**config.mk**
```make
export PLATFORM = sky130hd
export DESIGN_NAME = wpsc_ctrl
export DESIGN_NICKNAME = d
export VERILOG_FILES = /design/src/wpsc_pkg.sv /design/src/wpsc_ctrl.sv
export SDC_FILE = /design/constraint.sdc
export NUM_CORES = 1
export LEC_CHECK = 0
export BUFFER_PORTS_ARGS = -buffer_cell sky130_fd_sc_hd__buf_2
export CAP_MARGIN = 20
export CORE_AREA = 4 4 41 43
export CTS_CLUSTER_DIAMETER = 200
export DETAILED_ROUTE_END_ITERATION = 16
export DIE_AREA = 0 0 45 47
export PLACE_DENSITY = 0.63
export RECOVER_POWER = 100
export SLEW_MARGIN = 10
export SYNTH_ARGS = -nofsm -noshare
export SYNTH_HDL_FRONTEND = slang
export SYNTH_SLANG_ARGS = --single-unit
```
**constraint.sdc**
```tcl
create_clock -name clock -period 3 [get_ports clock]
set_input_delay 0.6 -clock clock [delete_from_list [all_inputs] [get_ports clock]]
set_output_delay 0.6 -clock clock [all_outputs]
set_load 0.005 [all_outputs]
```
**src/wpsc_pkg.sv**
```systemverilog
// Shared constants and controller/datapath interface types for the wheel prime sieve counter.
// Depends on nothing; every other file of the block refers to it by scoped names.
`timescale 1ns / 1ps

package wpsc_pkg;

   localparam int MaxBoundDefault = 65535;
   localparam int BoundWidth      = 16;
   localparam int CountWidth      = 13;

   // Commands from the controller to the datapath, at most one active per cycle.
   typedef struct packed {
      logic load;
      logic seed;
      logic base_read;
      logic base_start;
      logic mark;
      logic base_next;
      logic scan_init;
      logic scan;
   } wpsc_cmd_type;

   // Status from the datapath to the controller.
   typedef struct packed {
      logic seed_last;
      logic sieve_over;
      logic base_set;
      logic mark_over;
      logic scan_over;
   } wpsc_status_type;

endpackage

```
**src/wpsc_ctrl.sv**
```systemverilog
// Controller of the wheel prime sieve counter: sequences seeding, sieving and counting.
// Depends on wpsc_pkg for the command and status types.
`timescale 1ns / 1ps

module wpsc_ctrl (
   input  logic                       clock,
   input  logic                       reset,
   input  logic                       start,
   input  wpsc_pkg::wpsc_status_type  status,
   output wpsc_pkg::wpsc_cmd_type     cmd,
   output logic                       busy,
   output logic                       rsp_valid
);

   typedef enum logic [2:0] {
      ST_IDLE,
      ST_SEED,
      ST_CHECK,
      ST_TEST,
      ST_MARK,
      ST_SCAN
   } state_type;

   state_type state_ff, state_in;
   logic      busy_ff, busy_in;
   logic      rsp_valid_ff, rsp_valid_in;

   always_comb begin
      state_in     = state_ff;
      busy_in      = busy_ff;
      rsp_valid_in = 1'b0;
      cmd          = '0;
      unique case (state_ff)
         ST_IDLE: begin
            if (start && !busy_ff) begin
               cmd.load = 1'b1;
               busy_in  = 1'b1;
               state_in = ST_SEED;
            end
         end
         ST_SEED: begin
            cmd.seed = 1'b1;
            if (status.seed_last) begin
               state_in = ST_CHECK;
            end
         end
         // The read of the base issued here returns its map bit in the test state.
         ST_CHECK: begin
            if (status.sieve_over) begin
               cmd.scan_init = 1'b1;
               state_in      = ST_SCAN;
            end else begin
               cmd.base_read = 1'b1;
               state_in      = ST_TEST;
            end
         end
         ST_TEST: begin
            if (status.base_set) begin
               cmd.base_start = 1'b1;
               state_in       = ST_MARK;
            end else begin
               cmd.base_next = 1'b1;
               state_in      = ST_CHECK;
            end
         end
         ST_MARK: begin
            if (status.mark_over) begin
               cmd.base_next = 1'b1;
               state_in      = ST_CHECK;
            end else begin
               cmd.mark = 1'b1;
            end
         end
         // The last map bit is added on the edge that leaves this state.
         ST_SCAN: begin
            if (status.scan_over) begin
               busy_in      = 1'b0;
               rsp_valid_in = 1'b1;
               state_in     = ST_IDLE;
            end else begin
               cmd.scan = 1'b1;
            end
         end
         default: begin
            state_in = ST_IDLE;
            busy_in  = 1'b0;
         end
      endcase
   end

   always_ff @(posedge clock) begin
      if (reset) begin
         state_ff     <= ST_IDLE;
         busy_ff      <= 1'b0;
         rsp_valid_ff <= 1'b0;
      end else begin
         state_ff     <= state_in;
         busy_ff      <= busy_in;
         rsp_valid_ff <= rsp_valid_in;
      end
   end

   assign busy      = busy_ff;
   assign rsp_valid = rsp_valid_ff;

   a_accept_sets_busy: assert property (@(posedge clock) disable iff (reset)
      (start && !busy_ff) |=> busy_ff)
      else $error("accepted request did not raise busy");

   a_result_when_idle: assert property (@(posedge clock) disable iff (reset)
      rsp_valid_ff |-> (!busy_ff && state_ff == ST_IDLE))
      else $error("result strobe while a request is still in work");

   a_one_command: assert property (@(posedge clock) disable iff (reset)
      $onehot0(cmd))
      else $error("more than one datapath command in a cycle");

   a_busy_from_start: assert property (@(posedge clock) disable iff (reset)
      $rose(busy_ff) |-> $past(start))
      else $error("busy rose without a start");

endmodule

```
== Word-level counts from Yosys, hierarchy flattened ==
Cells that the tools add are included.

* Flip-flop bits (word level): 5
* Logic and storage cells: 48
* Output and inout port bits: 10

* Equal/unequal tests: 9
* Reductions and logical operators: 7
* Multiplexer cells: 27
* Bitwise gates (word level): 2

{| class="wikitable"
|+ Operator list
! cell !! number
|-
| 1-bit two-way mux || 18
|-
| 3-bit two-way mux || 6
|-
| 3-bit case mux with 6 select lines || 1
|-
| 2-bit inequality test, second input constant || 4
|-
| 3-bit by 2-bit equality test with 1-bit output, second input constant || 2
|-
| 3-bit equality test, second input constant || 2
|-
| 4-bit AND reduction || 1
|-
| 4-bit OR reduction || 1
|-
| 3-bit by 1-bit equality test with 1-bit output, second input constant || 1
|-
| 3-bit logical NOT || 1
|-
| 1-bit case mux with 3 select lines || 1
|-
| 3-bit AND reduction || 1
|-
| 1-bit inverter || 2
|-
| 1-bit case mux with 2 select lines || 1
|-
| 2-bit OR reduction || 1
|-
| 1-bit logical AND || 1
|-
| 1-bit logical NOT || 1
|}

== Depth between registers and ports, before layout ==
Gate-level depths: netlist of the first run.

* Word-level depth: 4
* Depth in mapped cells: 4
* Depth with buffers taken out: 3

== Least setup slack after synthesis of the first run ==
No wires, ideal clock.

* Path type: register to output
* Start point: reg state_ff[2]
* End point: out cmd[2] in the netlist's numbering
* Stages on the path, launching flop included: 5
* Arrival: 0.820 ns
* Path buffers: 1
* Slack: 1.580 ns
* Cells stage by stage: dfxtp_1 > buf_6 > and2b_1 > nand2_1 > o22ai_1

{| class="wikitable"
|+ RTL lines
! what !! RTL line !! text
|-
| start, declared || wpsc_ctrl.sv:24 || <nowiki>state_type state_ff, state_in;</nowiki>
|-
| start signal, assigned || wpsc_ctrl.sv:97 || <nowiki>state_ff <= state_in;</nowiki>
|-
| end, declared || wpsc_ctrl.sv:10 || <nowiki>output wpsc_pkg::wpsc_cmd_type cmd,</nowiki>
|}

==> implementation parameters, run 1 <==
Parameter                              Value

Synthesis
  Leading area contributor after synthesis ... dfxtp_1
  Post-synth net total ... 53
  Gate count after technology mapping ... 45
  Post-synth design cell area ... 387 µm²
  Post-synthesis async set-or-reset flop share ... 0%
  Count of flip-flops with a built-in enable after synthesis ... 0
  Top area cells in the synthesized netlist ... dfxtp_1 26%, buf_6 8.7%, nand2b_1 4.9%, nor2b_1 4.9%, a21oi_1 3.9%
  Distinct cells, synth ... 25
  Proportion of netlist area held by the largest area contributor ... 25.9%
  Top flip-flop cell by instance count after synthesis ... dfxtp_1
  Mean instance size in the synthesized netlist ... 8.59 µm²
  Total of warnings raised by yosys ... 0
  Flip-flop and latch count after synthesis ... 5
  Share of synthesized area occupied by flip-flops and latches ... 25.9%

Setup path
  FF-to-FF Start ... state_ff[0]
  CP endpoint kind ... output port
  Critical path launch point ... state_ff[0]
  Delay of the slowest cell on the worst path ... 0.53 ns
  Cell depth of the worst flop-to-flop path ... 3
  Reg-to-reg setup timing slack ... 1.60 ns
  Startpoint kind of the worst setup timing path ... register
  Max FO, Critical Path ... 12
  Number of buffers and inverters on the critical path ... 1
  Worst endpoint required time ... 2.40 ns
  Critical path, cell by cell ... and2b_1, nand2_1, o22ai_1, clkbuf_1
  Highest-delay cell along the critical path ... dfxtp_1
  Dominant delay contributor by cell family on the critical path ... flip-flops
  Endpoint of the worst register-to-register path ... state_ff[1]
  Type of the setup path with the least slack ... register to output port
  Data arrival time of the worst path ... 1.33 ns

Global route
  Congestion Overflow GR ... 0
  Global-route wire length before repair ... 1430 µm
  Antenna violations before repair ... 0
  Maximum number of pins on one net before global-route repair ... 15
  Number of global-route vias before repair ... 318
  All-layer global routing usage ... 10.0%

STA
  Final setup vio count ... 0
  Final Skew ... 0.00143 ns
  Number of endpoints with negative hold slack in the final report ... 0
  Final worst path period need ... 1.93 ns
  Period utilisation layout ... 64.2%
  Setup repair after global routing missed its margin ... false
  Worst slew margin ... 60.7%
  Worst setup slack after layout ... 1.07 ns
  Transition at the pin with the smallest max-transition slack ... 0.575 ns
  Achievable Freq ... 519 MHz
  Fin Setup TNS ... 0 ns
  Max-slew violations ... 0

Floorplan
  Initial cell density of the core ... 29.7%
  Die Outline Area ... 2120 µm²
  Vertical extent of the die ... 47 µm
  Width of the die ... 45 µm
  Area inside the core boundary ... 1300 µm²
  Number of primary I/O pins ... 18
  Count of standard-cell rows ... 13

Routing
  Detailed-route wire length ... 934 µm
  Vias per Instance ... 4.87
  Count of antenna-violating nets left after detailed routing ... 0
  # DRC ... 0
  First DRT Iteration DRCs ... 5
  Drt wl/cell ... 12.0 µm
  Number of iterations in the first detailed-routing pass ... 2
  Routed vias ... 380

Clocking
  Post-CTS Repair Setup Buffers ... 0
  Number of gates given a new drive strength after cts ... 0
  Total clock buffers created by CTS ... 3
  Root buffer selected by CTS ... clkbuf_4
  Maximum clock path buffer count ... 2
  Count of H-tree levels built during CTS ... 1
  CTS sink cnt ... 5
  Clock input transition at the sequential cells of the worst setup and hold paths ... 0.04 ns
  Hold buffers post-CTS ... 0
  CTS tree ... done
  Clk Latency, worst-skew pair ... 0.24 ns

Placed design
  Placed Instances ... 74
  RePlAce Congestion ... 0.753
  Area post-placement ... 457 µm²
  Pre-CTS WS ... 1.30 ns
  Count of input and output buffers ... 17

Layout
  Antenna fix cells ... 0
  Area occupied by multi-input gates ... 244 µm²
  Final-layout fill cell count ... 164
  Fraction of final layout cells with drive strength greater than 1 ... 28.6%
  Finished layout cell area ... 467 µm²
  Area added between synthesis and finish ... 20.7%
  Post-route insts no fill ... 78
  Flip-flop and latch area ... 100 µm²
  Post-layout net count ... 72

Power and ir drop
  Sw Pwr ... 0.0568 mW
  Worst vdd rail ir drop ... 115 µV
  Power Internal ... 0.142 mW
  Power density over the cells ... 426 nW/µm²
  Total chip power ... 0.199 mW
  Sequential share of power ... 39.8%
  Clk pwr share ... 39.3%
  Leak pwr ... 0.191 nW
  Combinational share of power ... 20.9%
  Switching share of power ... 28.5%

Flow run
  # Max-Cap Violations ... 0

Hold path
  Sink of the worst hold path ... busy
  Min-Delay Path Class ... register to register
  Hold path startpoint ... busy
  Worst Hold Path Cells ... 2

Status
  Result of the run ... complete, no violations
## sequential cells by signal (all words and copies together) (netlist names)
register and cells:
state_ff 3, busy 1, rsp_valid 1
## metal layers
metal / GRT usage [%] / routed length [µm]
met5: 0 / 0
met4: 10.5 / 19
met3: 2.30 / 71
met2: 14.7 / 406
met1: 11.6 / 437
## cells by family (layout without fill, tap and decap cells)
| group | after synthesis | after routing | synth area share (%) |
|---|---|---|---|
| multiplexers | 2 | 2 | 6.47 |
| AO/OA/AOI/OAI | 9 | 9 | 16.8 |
| flip-flops | 5 | 5 | 25.9 |
| buffers and inverters | 3 | 21 | 8.74 |
| AND/OR/NAND/NOR | 26 | 26 | 42.1 |
## tightest hold or removal path, delay by kind of cell (launching register included)
kind / cells / cell delay, ns
flip-flops: 1 / 0.34
AO/OA/AOI/OAI: 1 / 0.07
AND/OR/NAND/NOR: 1 / 0.07
## metrics by stage
step | hold slack (ns) | util [%]
6_report | 0.544 | 35.9
5_1_grt | 0.584 | 35.9
4_1_cts | 0.548 | 37.1
3_5_place_dp | 0.535 | 35.1
3_3_place_gp | 0.526 | 35.1
2_1_floorplan | 0.508 | -
## area by class of cell
type	count	area share (%)
multi-input combinational	37	52.3
sequential	5	21.4
timing repair buffer	17	16.6
clock buffer	4	5.63
tap	15	4.02
## Yosys cell counts (2+ instances only)
library cell	instances
nor3_1	2
nor3b_1	2
nor2_1	2
dfxtp_1	5
nand3b_1	2
and3_1	2
nor2b_1	3
a21oi_1	3
nand2_1	4
buf_6	3
nand2b_1	3
## worst max-delay path by stage
stage / depth (start not counted) / slack [ns] / to
after floorplan: 4 / 1.58 / cmd[2]
after CTS: 4 / 1.02 / cmd[2]
final: 4 / 1.07 / cmd[2]
after global routing: 4 / 0.98 / cmd[2]
after global placement: 3 / 1.34 / cmd[0]
after detailed placement: 4 / 1.30 / cmd[2]
## layout by cell type (no fill, tap or decap), types with 2 or more instances in the layout
cell type,n
nand2_1,4
dfxtp_1,5
buf_2,10
nor2_1,3
a21oi_1,3
clkbuf_1,6
nor3_1,2
nor3b_1,2
and3_1,2
nor2b_1,3
clkbuf_4,3
nand3b_1,2
nand2b_1,3
## power groups by stage
stage	registers [mW]	clock network, mW	logic, mW
after global routing	0.0805	0.0855	0.0454
after global placement	0.0807	0	0.0439
final	0.0792	0.0783	0.0415
after floorplan	0.0754	0	0.0365
after detailed placement	0.0809	0	0.0442
after CTS	0.0800	0.0822	0.0446
Note: power is estimated with default switching activity, not from simulation.
==> run 2: changes to the inputs <==
==> constraint.sdc (replaced) <==
create_clock -name clock -period 2 [get_ports clock]
set_input_delay 0.4 -clock clock [delete_from_list [all_inputs] [get_ports clock]]
set_output_delay 0.4 -clock clock [all_outputs]
set_load 0.005 [all_outputs]
==> implementation parameters, run 2 (same netlist as run 1, synthesis figures left out) <==
Parameter                              Value

Layout
  Area added between synthesis and finish ... 20.4%
  Fraction of final layout cells with drive strength greater than 1 ... 27.0%
  Post-layout net count ... 72
  Area occupied by multi-input gates ... 244 µm²
  Max reg flops ... 3
  Flip-flop and latch area ... 100 µm²
  Final-layout fill cell count ... 156
  Most common cell after layout, fill and taps aside ... buf_2
  Register containing the most flip-flops in the final layout ... state_ff
  Antenna fix cells ... 0
  Fin util ... 35.8%
  Most frequent cells in the layout ... 9 x buf_2, 7 x clkbuf_1, 5 x dfxtp_1, 4 x nand2_1

STA
  Final Skew ... 0.000713 ns
  Setup repair after global routing missed its margin ... false
  Period utilisation layout ... 86.5%
  Worst slew margin ... 64.5%
  Fin Setup TNS ... 0 ns
  Achievable Freq ... 578 MHz
  Final worst path period need ... 1.73 ns
  Number of endpoints with negative hold slack in the final report ... 0
  Max-slew violations ... 0
  Final setup vio count ... 0
  Final worst hold slack ... 0.392 ns
  Transition at the pin with the smallest max-transition slack ... 0.518 ns

Power and ir drop
  Power density over the cells ... 633 nW/µm²
  Leak pwr ... 0.186 nW
  Worst vdd rail ir drop ... 190 µV
  Total chip power ... 0.295 mW

Global route
  Antenna violations before repair ... 0
  Maximum number of pins on one net before global-route repair ... 15
  Congestion Overflow GR ... 0
  Number of global-route vias before repair ... 350
  All-layer global routing usage ... 10.0%
  Global-route wire length before repair ... 1470 µm

Clocking
  CTS sink cnt ... 5
  Root buffer selected by CTS ... clkbuf_4
  CTS tree ... done
  Count of H-tree levels built during CTS ... 1
  Post-CTS Repair Setup Buffers ... 0
  Maximum clock path buffer count ... 2
  Clock input transition at the sequential cells of the worst setup and hold paths ... 0.04 ns
  Total clock buffers created by CTS ... 3
  Number of gates given a new drive strength after cts ... 0
  Hold buffers post-CTS ... 0
  Clk Latency, worst-skew pair ... 0.24 ns

Floorplan
  Number of primary I/O pins ... 18
  Width of the die ... 45 µm
  Area inside the core boundary ... 1300 µm²
  Vertical extent of the die ... 47 µm
  Die Outline Area ... 2120 µm²
  Count of standard-cell rows ... 13
  Initial cell density of the core ... 29.7%

Flow run
  # Max-Cap Violations ... 0

Setup path
  FF-to-FF Start ... state_ff[0]
  Number of buffers and inverters on the critical path ... 1
  Dominant delay contributor by cell family on the critical path ... flip-flops
  Critical path launch point ... state_ff[0]
  Data arrival time of the worst path ... 1.33 ns
  Reg-to-reg setup timing slack ... 0.63 ns
  Type of the setup path with the least slack ... register to output port
  Startpoint kind of the worst setup timing path ... register
  Max FO, Critical Path ... 12
  Delay of the slowest cell on the worst path ... 0.53 ns
  Worst endpoint required time ... 1.60 ns
  Critical path, cell by cell ... and2b_1, nand2_1, o22ai_1, clkbuf_1
  CP endpoint kind ... output port
  Highest-delay cell along the critical path ... dfxtp_1

Routing
  First DRT Iteration DRCs ... 4
  Routed vias ... 390
  Detailed-route wire length ... 927 µm
  Vias per Instance ... 5.00
  Count of antenna-violating nets left after detailed routing ... 0
  Drt wl/cell ... 11.9 µm
  Number of iterations in the first detailed-routing pass ... 3
  # DRC ... 0

Status
  Result of the run ... complete, no violations

Hold path
  Min-Delay Path Class ... input port to register
  Hold path startpoint ... reset

Placed design
  RePlAce Congestion ... 0.839
  Count of input and output buffers ... 17
  Post-detailed-placement half-perimeter wirelength ... 701 µm
==> run 2: final cells by class <==
cell class | count | share of cell area, %
repair buffers | 17 | 16.4
flip-flops and latches | 5 | 21.5
well taps | 15 | 4.03
multi-input cells | 37 | 52.4
clock buffers | 4 | 5.65
==> run 2: metal layers <==
layer	vias to the layer above	global-route usage, %	share of wire, %
li1	197	-	-
met1	172	11.4	45
met2	17	14.7	42
met3	4	1.53	7.7
met4	0	12.3	5.0
met5	-	0	0
==> run 2: final timing paths <==
| path | to | cells after the start |
|---|---|---|
| min reg2reg | busy | 2 |
| min | state_ff[2] | 2 |
| max reg2reg | state_ff[1] | 3 |
| max | cmd[2] | 4 |
==> run 2: through the flow <==
step | cell area, µm² | instances | setup WS, ns
global route | 465 | 78 | 0.179
detailed placement | 457 | 74 | 0.508
CTS | 483 | 78 | 0.235
global placement | 457 | 74 | 0.522
finish | 465 | 78 | 0.271
floorplan | 387 | 45 | 0.780
==> run 2: report_power, final <==
| part | switching (mW) | leakage (nW) | total [mW] | internal, mW |
|---|---|---|---|---|
| logic | 0.0297 | 0.131 | 0.0613 | 0.0315 |
| registers | 0.0131 | 0.0409 | 0.119 | 0.106 |
| clock network | 0.0391 | 0.0150 | 0.114 | 0.0753 |
| total | 0.0819 | 0.186 | 0.295 | 0.213 |
==> run 2: worst register-to-register path: cells and delay by family, from the launching register on <==
kind / cells / cell delay, ns
DFF: 1 / 0.53
AOI/OAI and AO/OA: 1 / 0.52
and+or+nand+nor: 2 / 0.18
